==> config.mk <==
export PLATFORM = sky130hd
export DESIGN_NAME = rtcp_report_parser
export DESIGN_NICKNAME = d
export VERILOG_FILES = /design/src/sv/rtcp_pkg.sv /design/src/sv/rtcp_front.sv /design/src/sv/rtcp_queue.sv /design/src/sv/rtcp_back.sv /design/src/sv/rtcp_report_parser.sv
export VERILOG_INCLUDE_DIRS = /design/src /design/src/sv
export SDC_FILE = /design/constraint.sdc
export NUM_CORES = 1
export LEC_CHECK = 0
export BUFFER_PORTS_ARGS = -buffer_cell sky130_fd_sc_hd__buf_4
export CAP_MARGIN = 10
export CELL_PAD_IN_SITES_DETAIL_PLACEMENT = 0
export CELL_PAD_IN_SITES_GLOBAL_PLACEMENT = 2
export CORE_MARGIN = 10
export CORE_UTILIZATION = 45
export CTS_CLUSTER_DIAMETER = 50
export CTS_CLUSTER_SIZE = 25
export DETAILED_ROUTE_END_ITERATION = 8
export GPL_TIMING_DRIVEN = 0
export PLACE_DENSITY_LB_ADDON = 0.15
export SYNTH_ARGS = -nofsm -noshare
export SYNTH_HDL_FRONTEND = slang
export SYNTH_SLANG_ARGS = --single-unit
==> constraint.sdc <==
create_clock -name clk -period 62 [get_ports clk]
set_clock_uncertainty 0.15 [all_clocks]
set_input_delay 9.3 -clock clk [delete_from_list [all_inputs] [get_ports clk]]
set_output_delay 9.3 -clock clk [all_outputs]
set_load 0.02 [all_outputs]
==> src/sv/assert_macros.svh <==
// ----------------------------------------------------------------------------
// assert_macros.svh
// shared concurrent assertion macros, clocked on clk, disabled in reset
// ----------------------------------------------------------------------------
`ifndef ASSERT_MACROS_SVH
`define ASSERT_MACROS_SVH

// same-cycle implication
`define ASSERT_IMPLY(label, cond, prop, msg) \
    label: assert property (@(posedge clk) disable iff (!rst_n) (cond) |-> (prop)) \
        else $error(msg);

// next-cycle implication
`define ASSERT_NEXT(label, cond, prop, msg) \
    label: assert property (@(posedge clk) disable iff (!rst_n) (cond) |=> (prop)) \
        else $error(msg);

`endif

==> src/sv/rtcp_pkg.sv <==
// ----------------------------------------------------------------------------
// rtcp_pkg
// types and constants shared by the rtcp report parser modules
// ----------------------------------------------------------------------------
package rtcp_pkg;

    localparam int REPORT_BLOCK_BYTES = 24;
    localparam int SENDER_INFO_BYTES  = 20;
    localparam int SHIFT_W            = (REPORT_BLOCK_BYTES - 1) * 8;
    localparam int BLOCK_W            = REPORT_BLOCK_BYTES * 8;

    localparam logic [1:0] RTP_VERSION = 2'd2;
    localparam logic [7:0] TYPE_SR     = 8'd200;
    localparam logic [7:0] TYPE_RR     = 8'd201;
    localparam logic [7:0] TYPE_MIN    = 8'd200;
    localparam logic [7:0] TYPE_MAX    = 8'd207;

    localparam logic [17:0] POS_FIRST     = 18'd0;
    localparam logic [17:0] POS_TYPE      = 18'd1;
    localparam logic [17:0] POS_LEN_HI    = 18'd2;
    localparam logic [17:0] POS_LEN_LO    = 18'd3;
    localparam logic [17:0] POS_SSRC_LAST = 18'd7;
    localparam logic [17:0] POS_MAX       = 18'h3FFFF;
    localparam logic [17:0] START_RR      = 18'd8;
    localparam logic [17:0] START_SR      = 18'(8 + SENDER_INFO_BYTES);

    localparam logic [4:0] OFF_LAST = 5'(REPORT_BLOCK_BYTES - 1);

    localparam logic [2:0] ST_OK          = 3'd0;
    localparam logic [2:0] ST_BAD_VERSION = 3'd1;
    localparam logic [2:0] ST_BAD_TYPE    = 3'd2;
    localparam logic [2:0] ST_TRUNCATED   = 3'd3;
    localparam logic [2:0] ST_OVERFLOW    = 3'd4;

    localparam logic KIND_BLOCK  = 1'b0;
    localparam logic KIND_STATUS = 1'b1;

    typedef struct packed {
        logic [7:0] packet_byte;
        logic       end_of_packet;
    } in_t;

    typedef struct packed {
        logic        result_kind;
        logic [31:0] sender_source;
        logic [31:0] block_source;
        logic [7:0]  fraction_lost;
        logic [23:0] cumulative_lost;
        logic [31:0] highest_sequence;
        logic [31:0] arrival_jitter;
        logic [31:0] last_sender_report;
        logic [31:0] delay_since_report;
        logic [2:0]  packet_status;
        logic [4:0]  blocks_declared;
        logic        last_of_run;
    } out_t;

    typedef struct packed {
        logic [31:0] block_source;
        logic [7:0]  fraction_lost;
        logic [23:0] cumulative_lost;
        logic [31:0] highest_sequence;
        logic [31:0] arrival_jitter;
        logic [31:0] last_sender_report;
        logic [31:0] delay_since_report;
    } block_t;

    typedef struct packed {
        logic        has_block;
        logic        has_status;
        logic [31:0] sender;
        block_t      blk;
        logic [2:0]  status;
        logic [4:0]  count;
    } work_t;

    typedef struct packed {
        logic valid;
        logic full;
    } q_flags_t;

endpackage

==> src/sv/rtcp_front.sv <==
// ----------------------------------------------------------------------------
// rtcp_front
// byte position tracking, header decode, block capture and status build
// ----------------------------------------------------------------------------
`include "assert_macros.svh"

module rtcp_front
(
    input  logic             clk,
    input  logic             rst_n,
    input  logic             byte_valid,
    output logic             byte_stall,
    input  rtcp_pkg::in_t    byte_data,
    input  rtcp_pkg::q_flags_t q_flags,
    output logic             push,
    output rtcp_pkg::work_t  entry
);

    logic [17:0] pos_reg, pos_next;
    logic [4:0]  count_reg, count_next;
    logic [7:0]  type_reg, type_next;
    logic [17:0] decl_reg, decl_next;
    logic [31:0] sender_reg, sender_next;
    logic [4:0]  blocks_reg, blocks_next;
    logic [2:0]  err_reg, err_next;
    logic [4:0]  off_reg, off_next;
    logic [rtcp_pkg::SHIFT_W-1:0] shift_reg, shift_next;

    logic        fire;
    logic [7:0]  b;
    logic        eop;
    logic        is_report;
    logic [17:0] start;
    logic [9:0]  need_m1;
    logic        block_hit;
    logic        block_done;
    logic        has_block;
    logic        trunc;
    logic [2:0]  status;
    logic [rtcp_pkg::BLOCK_W-1:0] full_block;

    assign byte_stall = q_flags.full;

    always_comb
    begin
        fire        = byte_valid && !q_flags.full;
        b           = byte_data.packet_byte;
        eop         = byte_data.end_of_packet;
        pos_next    = pos_reg;
        count_next  = count_reg;
        type_next   = type_reg;
        decl_next   = decl_reg;
        sender_next = sender_reg;
        blocks_next = blocks_reg;
        err_next    = err_reg;
        off_next    = off_reg;
        shift_next  = shift_reg;
        block_hit   = 1'b0;
        block_done  = 1'b0;
        is_report   = (type_reg == rtcp_pkg::TYPE_SR) || (type_reg == rtcp_pkg::TYPE_RR);
        start       = (type_reg == rtcp_pkg::TYPE_SR) ? rtcp_pkg::START_SR
                                                      : rtcp_pkg::START_RR;
        need_m1     = 10'(start - 18'd1)
                    + 10'(count_reg) * 10'(rtcp_pkg::REPORT_BLOCK_BYTES);

        if (pos_reg == rtcp_pkg::POS_FIRST)
        begin
            count_next = b[4:0];
            err_next   = (b[7:6] != rtcp_pkg::RTP_VERSION) ? rtcp_pkg::ST_BAD_VERSION
                                                           : rtcp_pkg::ST_OK;
        end
        else if (pos_reg == rtcp_pkg::POS_TYPE)
        begin
            type_next = b;
            if (err_reg == rtcp_pkg::ST_OK && (b < rtcp_pkg::TYPE_MIN || b > rtcp_pkg::TYPE_MAX))
            begin
                err_next = rtcp_pkg::ST_BAD_TYPE;
            end
        end
        else if (pos_reg == rtcp_pkg::POS_LEN_HI)
        begin
            decl_next = {10'd0, b};
        end
        else if (pos_reg == rtcp_pkg::POS_LEN_LO)
        begin
            decl_next = {decl_reg[7:0], b, 2'b11};
            if (err_reg == rtcp_pkg::ST_OK && is_report && {8'd0, need_m1} > decl_next)
            begin
                err_next = rtcp_pkg::ST_OVERFLOW;
            end
        end
        else if (pos_reg <= rtcp_pkg::POS_SSRC_LAST)
        begin
            sender_next = {sender_reg[23:0], b};
        end
        else if (err_reg == rtcp_pkg::ST_OK && is_report && pos_reg >= start
                 && blocks_reg < count_reg)
        begin
            block_hit  = 1'b1;
            shift_next = {shift_reg[rtcp_pkg::SHIFT_W-9:0], b};
            if (off_reg == rtcp_pkg::OFF_LAST)
            begin
                block_done  = 1'b1;
                off_next    = 5'd0;
                blocks_next = blocks_reg + 5'd1;
            end
            else
            begin
                off_next = off_reg + 5'd1;
            end
        end

        full_block = {shift_reg, b};
        has_block  = block_done && (full_block[191:160] != 32'd0);
        trunc      = (pos_reg < rtcp_pkg::POS_SSRC_LAST) || (pos_reg < decl_next);
        status     = err_next;
        if (err_next != rtcp_pkg::ST_BAD_VERSION && err_next != rtcp_pkg::ST_BAD_TYPE && trunc)
        begin
            status = rtcp_pkg::ST_TRUNCATED;
        end

        entry.has_block              = has_block;
        entry.has_status             = eop;
        entry.sender                 = sender_next;
        entry.blk.block_source       = full_block[191:160];
        entry.blk.fraction_lost      = full_block[159:152];
        entry.blk.cumulative_lost    = full_block[151:128];
        entry.blk.highest_sequence   = full_block[127:96];
        entry.blk.arrival_jitter     = full_block[95:64];
        entry.blk.last_sender_report = full_block[63:32];
        entry.blk.delay_since_report = full_block[31:0];
        entry.status                 = status;
        entry.count                  = count_next;
        push                         = fire && (has_block || eop);

        if (eop)
        begin
            pos_next    = 18'd0;
            count_next  = 5'd0;
            type_next   = 8'd0;
            decl_next   = 18'd0;
            sender_next = 32'd0;
            blocks_next = 5'd0;
            err_next    = rtcp_pkg::ST_OK;
            off_next    = 5'd0;
        end
        else if (pos_reg != rtcp_pkg::POS_MAX)
        begin
            pos_next = pos_reg + 18'd1;
        end
    end

    always_ff @(posedge clk or negedge rst_n)
    begin
        if (!rst_n)
        begin
            pos_reg    <= 18'd0;
            count_reg  <= 5'd0;
            type_reg   <= 8'd0;
            decl_reg   <= 18'd0;
            sender_reg <= 32'd0;
            blocks_reg <= 5'd0;
            err_reg    <= rtcp_pkg::ST_OK;
            off_reg    <= 5'd0;
        end
        else if (fire)
        begin
            pos_reg    <= pos_next;
            count_reg  <= count_next;
            type_reg   <= type_next;
            decl_reg   <= decl_next;
            sender_reg <= sender_next;
            blocks_reg <= blocks_next;
            err_reg    <= err_next;
            off_reg    <= off_next;
        end
    end

    // block byte shift line
    always_ff @(posedge clk)
    begin
        if (fire && block_hit)
        begin
            shift_reg <= shift_next;
        end
    end

    `ASSERT_IMPLY(a_off_in_block, off_reg != 5'd0, err_reg == rtcp_pkg::ST_OK && blocks_reg < count_reg, "block offset outside block capture")
    `ASSERT_IMPLY(a_push_has_room, push, !q_flags.full, "push into full queue")

endmodule

==> src/sv/rtcp_queue.sv <==
// ----------------------------------------------------------------------------
// rtcp_queue
// short work queue between front and back
// ----------------------------------------------------------------------------
`include "assert_macros.svh"

module rtcp_queue
#(
    parameter int DEPTH = 2
)
(
    input  logic               clk,
    input  logic               rst_n,
    input  logic               push,
    input  rtcp_pkg::work_t    entry,
    input  logic               pop,
    output rtcp_pkg::work_t    head,
    output rtcp_pkg::q_flags_t q_flags
);

    localparam int PTR_W = (DEPTH > 1) ? $clog2(DEPTH) : 1;
    localparam int CNT_W = $clog2(DEPTH + 1);

    rtcp_pkg::work_t mem_reg [DEPTH];
    logic [PTR_W-1:0] wr_reg, wr_next;
    logic [PTR_W-1:0] rd_reg, rd_next;
    logic [CNT_W-1:0] cnt_reg, cnt_next;
    logic             do_pop;

    always_comb
    begin
        q_flags.valid = (cnt_reg != '0);
        q_flags.full  = (cnt_reg == CNT_W'(DEPTH));
        do_pop        = pop && q_flags.valid;
        head          = mem_reg[rd_reg];
        wr_next       = wr_reg;
        rd_next       = rd_reg;
        cnt_next      = cnt_reg;
        if (push)
        begin
            wr_next = (wr_reg == PTR_W'(DEPTH - 1)) ? '0 : wr_reg + PTR_W'(1);
        end
        if (do_pop)
        begin
            rd_next = (rd_reg == PTR_W'(DEPTH - 1)) ? '0 : rd_reg + PTR_W'(1);
        end
        if (push && !do_pop)
        begin
            cnt_next = cnt_reg + CNT_W'(1);
        end
        else if (!push && do_pop)
        begin
            cnt_next = cnt_reg - CNT_W'(1);
        end
    end

    always_ff @(posedge clk or negedge rst_n)
    begin
        if (!rst_n)
        begin
            wr_reg  <= '0;
            rd_reg  <= '0;
            cnt_reg <= '0;
        end
        else
        begin
            wr_reg  <= wr_next;
            rd_reg  <= rd_next;
            cnt_reg <= cnt_next;
        end
    end

    always_ff @(posedge clk)
    begin
        if (push)
        begin
            mem_reg[wr_reg] <= entry;
        end
    end

    `ASSERT_IMPLY(a_cnt_bound, 1'b1, cnt_reg <= CNT_W'(DEPTH), "queue count above depth")
    `ASSERT_IMPLY(a_pop_nonempty, pop, q_flags.valid, "pop from empty queue")

endmodule

==> src/sv/rtcp_back.sv <==
// ----------------------------------------------------------------------------
// rtcp_back
// expands queued work into block and status results, output register
// ----------------------------------------------------------------------------
`include "assert_macros.svh"

module rtcp_back
(
    input  logic               clk,
    input  logic               rst_n,
    input  rtcp_pkg::work_t    head,
    input  rtcp_pkg::q_flags_t q_flags,
    output logic               pop,
    output logic               result_valid,
    input  logic               result_stall,
    output rtcp_pkg::out_t     result_data
);

    logic           out_valid_reg, out_valid_next;
    rtcp_pkg::out_t out_data_reg, out_data_next;
    logic           phase_reg, phase_next;
    logic           load;
    logic           emit_block;

    always_comb
    begin
        load           = !out_valid_reg || !result_stall;
        emit_block     = head.has_block && !phase_reg;
        out_valid_next = out_valid_reg;
        out_data_next  = out_data_reg;
        phase_next     = phase_reg;
        pop            = 1'b0;

        if (load)
        begin
            out_valid_next = q_flags.valid;
            if (q_flags.valid)
            begin
                out_data_next                    = '0;
                out_data_next.sender_source      = head.sender;
                out_data_next.blocks_declared    = head.count;
                out_data_next.last_of_run        = 1'b1;
                if (emit_block)
                begin
                    out_data_next.result_kind        = rtcp_pkg::KIND_BLOCK;
                    out_data_next.block_source       = head.blk.block_source;
                    out_data_next.fraction_lost      = head.blk.fraction_lost;
                    out_data_next.cumulative_lost    = head.blk.cumulative_lost;
                    out_data_next.highest_sequence   = head.blk.highest_sequence;
                    out_data_next.arrival_jitter     = head.blk.arrival_jitter;
                    out_data_next.last_sender_report = head.blk.last_sender_report;
                    out_data_next.delay_since_report = head.blk.delay_since_report;
                    out_data_next.packet_status      = rtcp_pkg::ST_OK;
                    out_data_next.last_of_run        = !head.has_status;
                    phase_next                       = head.has_status;
                    pop                              = !head.has_status;
                end
                else
                begin
                    out_data_next.result_kind   = rtcp_pkg::KIND_STATUS;
                    out_data_next.packet_status = head.status;
                    phase_next                  = 1'b0;
                    pop                         = 1'b1;
                end
            end
        end
    end

    always_ff @(posedge clk or negedge rst_n)
    begin
        if (!rst_n)
        begin
            out_valid_reg <= 1'b0;
            phase_reg     <= 1'b0;
        end
        else
        begin
            out_valid_reg <= out_valid_next;
            phase_reg     <= phase_next;
        end
    end

    always_ff @(posedge clk)
    begin
        out_data_reg <= out_data_next;
    end

    assign result_valid = out_valid_reg;
    assign result_data  = out_data_reg;

    `ASSERT_IMPLY(a_phase_head, phase_reg, q_flags.valid && head.has_block && head.has_status, "status phase without matching head")
    `ASSERT_NEXT(a_phase_after_block, load && q_flags.valid && emit_block && head.has_status, phase_reg && result_data.result_kind == rtcp_pkg::KIND_BLOCK, "block of a two-result beat not followed by status phase")

endmodule

==> src/sv/rtcp_report_parser.sv <==
// ----------------------------------------------------------------------------
// rtcp_report_parser
// rtcp sender and receiver report parser, one packet byte per beat
// ----------------------------------------------------------------------------
// Takes one packet byte per cycle while byte_stall is low, with no gaps needed
// between packets. A front stage tracks the byte position, decodes the
// header and collects each 24-byte reception block in a shift line; bytes
// that finish a block with a nonzero source, and the end-of-packet byte,
// place one work entry in a short queue. The back stage turns each entry
// into one or two results through a registered output, one result per cycle
// while result_stall is low; a result passes from the queue into the output
// register. A byte that completes a block and also ends the packet yields a
// block result and then a status result, so entry-producing bytes right
// behind it can fill the queue and stall the byte input; apart from that the
// input stalls only when a stalled output lets the queue fill up.
// ----------------------------------------------------------------------------
module rtcp_report_parser
#(
    parameter int QUEUE_DEPTH = 2
)
(
    input  logic            clk,
    input  logic            rst_n,
    input  logic            byte_valid,
    output logic            byte_stall,
    input  rtcp_pkg::in_t   byte_data,
    output logic            result_valid,
    input  logic            result_stall,
    output rtcp_pkg::out_t  result_data
);

    logic               push;
    logic               pop;
    rtcp_pkg::work_t    entry;
    rtcp_pkg::work_t    head;
    rtcp_pkg::q_flags_t q_flags;

    rtcp_front u_front
    (
        .clk        (clk),
        .rst_n      (rst_n),
        .byte_valid (byte_valid),
        .byte_stall (byte_stall),
        .byte_data  (byte_data),
        .q_flags    (q_flags),
        .push       (push),
        .entry      (entry)
    );

    rtcp_queue #(.DEPTH(QUEUE_DEPTH)) u_queue
    (
        .clk     (clk),
        .rst_n   (rst_n),
        .push    (push),
        .entry   (entry),
        .pop     (pop),
        .head    (head),
        .q_flags (q_flags)
    );

    rtcp_back u_back
    (
        .clk          (clk),
        .rst_n        (rst_n),
        .head         (head),
        .q_flags      (q_flags),
        .pop          (pop),
        .result_valid (result_valid),
        .result_stall (result_stall),
        .result_data  (result_data)
    );

endmodule

==> flow_summary_export.csv <==
group,metric,value,unit
status,status,"completed",
synthesis,syn_area_per_cell,17.3,um^2
worst_hold_path,hp-class,"reg2reg",
synthesis,async_reset_ff_share,10.1,%
place,dpl.cell_count,3482,
sta,worst_slack,49.29,ns
die,die_h,305,um
setup_path,cp.depth,16,
setup_path,worstPathCellList,"buf_4, nand2_1, clkbuf_1, clkbuf_1, a2111oi_2, buf_4, buf_4, buf_2, buf_4, buf_2, buf_4, buf_4, buf_4, buf_2, buf_2, buf_2",
layout,drive_gt1_share,21.4,%
route,drt_iter0_drc,1449,
global_route,grt_pass1_vias,19600,
setup_path,crit_top_cell,"buf_4",
synthesis,yosysUniqueCellTypes,62,
synthesis,ys_seq_elements,986,
place,dpl.hpwl,58100,um
setup_path,end_kind,"flip-flop",
clock_tree,cts.clk_slew.worst_paths,0.07,ns
route,drtPass1Iterations,5,
setup_path,cpMaxStageDelayCell,"clkbuf_1",
global_route,grt_max_degree,58,
clock_tree,cts_inserted_buffers,91,
layout,seq_area,0.0291,mm^2
sta,setup-tns-final,0,ns
global_route,grt_remaining_overflow,0,
die,core,0.0807,mm^2
synthesis,seq_area_frac_synth,79.4,%
sta,max_freq,78.7,MHz
setup_path,critPathTopFamily,"buffers and inverters",
die,fp-row-count,104,
clock_tree,clkSinkCount,986,
synthesis,synth_ff_type,"edfxtp_1",
clock_tree,cts_tree,"built",
route,via_per_inst,5.27,
sta,rsz0062_at_grt,"no",
setup_path,cpPeakStageDelay,0.42,ns
sta,min_period,12.71,ns
clock_tree,cts_hold_buf,0,
flow_run,maxCapViolCount,0,
place,preCtsSetupSlack,48.57,ns
layout,antenna_cells,0,
layout,final_nets,2574,
route,drcViolationCount,0,
route,wire_per_inst,22.4,um
die,dieArea,0.0932,mm^2
sta,setup_viol,0,
power,vdd_drop_max,0.0301,mV
synthesis,syn_nets,2171,
sta,holdWs,0.320,ns
route,final_antenna_net_count,0,
layout,final_common_cell,"edfxtp_1",
layout,largest_reg_flops,468,
synthesis,synth_edf_count,886,
global_route,antenna_found_initial,0,
power,p_leak,16.3,nW
die,initial_core_util,45.4,%
setup_path,crit_type,"in2reg",
place,numPortBuffers,248,
global_route,grt_pass1_wl,124000,um
layout,multi_input_area,0.00712,mm^2
route,routed_wl,82000,um
synthesis,postSynthCellCount,2112,
clock_tree,htreeDepth,3,
synthesis,yosysWarnings,0,
layout,n_fill_cell,6384,
clock_tree,clock_latency,0.65,ns
worst_hold_path,hold_depth,0,
setup_path,required,62.20,ns
sta,fin_crit_sh,20.5,%
layout,area_delta_synth_final,20.1,%
setup_path,ff2ff_path_depth,14,
sta,relSlewSlack,31.5,%
power,p_per_area,50.4,mW/mm^2
layout,fin_util,54.5,%
die,die_x,305,um
clock_tree,cts_resized,0,
setup_path,critPathBufInv,14,
synthesis,netlist_area,0.0366,mm^2
sta,slew_violations,0,
global_route,grt.total_usage,17.3,%
route,vias,19200,
clock_tree,clock-root-buffer,"clkbuf_16",
die,io_pins,249,
clock_tree,cts_buffer_depth,3,
layout,mostFrequentLayoutCells,"886 x edfxtp_1, 265 x buf_4, 226 x nor2_1",
setup_path,start_kind,"input pin",
place,gp_congestion,0.836,
setup_path,cp.arrival,12.91,ns
setup_path,crit_fanout,10,
sta,hold_viol,0,
clock_tree,post_cts_buffers,0,
layout,final_cells,3653,
sta,worstMarginPinSlew,1.03,ns
## cells by family (layout without fill, tap and decap cells)
logic type | after synthesis | count (layout) | share of synthesized area [%]
flops | 986 | 986 | 79.4
simple gates | 465 | 465 | 5.73
mux | 266 | 266 | 7.48
compound gates | 214 | 214 | 4.12
buf+inv | 117 | 598 | 1.21
fa+ha+maj | 46 | 46 | 1.59
xor+xnor | 18 | 18 | 0.430
## Yosys cell counts, types with 6 or more instances
library cell    n  area share (%)
edfxtp_1      886              73
nor2_1        228             2.3
mux2i_1       204             5.6
dfrtp_1       100             6.8
nand2_1        97            0.99
clkbuf_1       82            0.84
o21ai_0        67            0.92
mux2_2         62             1.9
a22oi_1        45            0.92
ha_1           45             1.5
inv_1          28            0.29
nand3_1        26            0.36
nor3_1         22            0.30
a21oi_1        20            0.27
a22o_1         20            0.48
nand4_1        16            0.27
nor4_1         14            0.24
xor2_1         13            0.31
and3_1          9            0.15
a21o_1          7            0.14
a221oi_1        7            0.17
or3_1           7            0.12
a32o_1          6            0.16
and2_1          6            0.10
and4_1          6            0.14
nor2b_1         6            0.10
nor3b_1         6            0.12
or2_2           6            0.10
## path summary, 6_finish.rpt
path / from / end / slack [ns]
worst min register to register: u_front.shift_reg[75] / u_queue.mem_reg[1][91] / 0.32
worst max register to register: u_front.pos_reg[6] / u_queue.mem_reg[0][6] / 56.96
worst max-delay path: byte_valid / u_front.shift_reg[35] / 49.29
min in group asynchronous: rst_n / u_front.count_reg[4] / 8.54
max in group asynchronous: rst_n / u_front.decl_reg[15] / 52.43
worst min-delay path: u_front.shift_reg[75] / u_queue.mem_reg[1][91] / 0.32
## cell type report
type | instances | area share (%)
flip-flops and latches | 986 | 66.2
inverters | 28 | 0.239
repair buffers | 310 | 6.14
clock buffers | 101 | 5.43
multi-input cells | 1009 | 16.2
plain buffers | 89 | 0.765
well taps | 1060 | 3.01
clock inverters | 70 | 2.06
## power breakdown
group          internal, mW  total, mW  switching, mW
combinational         0.247      0.666          0.419
sequential            0.902      0.962         0.0595
clock                 0.309      0.591          0.282
total                  1.46       2.22          0.761
## through the flow
stage,cell area [um^2],power [mW]
after floorplan,36600,1.39
after global placement,39800,1.69
after detailed placement,40700,1.66
after CTS,44000,2.25
after global routing,44000,2.33
final,44000,2.22
## routing by layer
metal  global-route usage (%)  up-vias  part of all wire [%]
met5                        0        -                     0
met4                     4.45        0                   1.8
met3                     2.85       94                   5.0
met2                     28.5      515                    49
met1                     23.6     9701                    44
li1                         -     8924                     -
No activity file was read; power rests on OpenSTA's default activity.
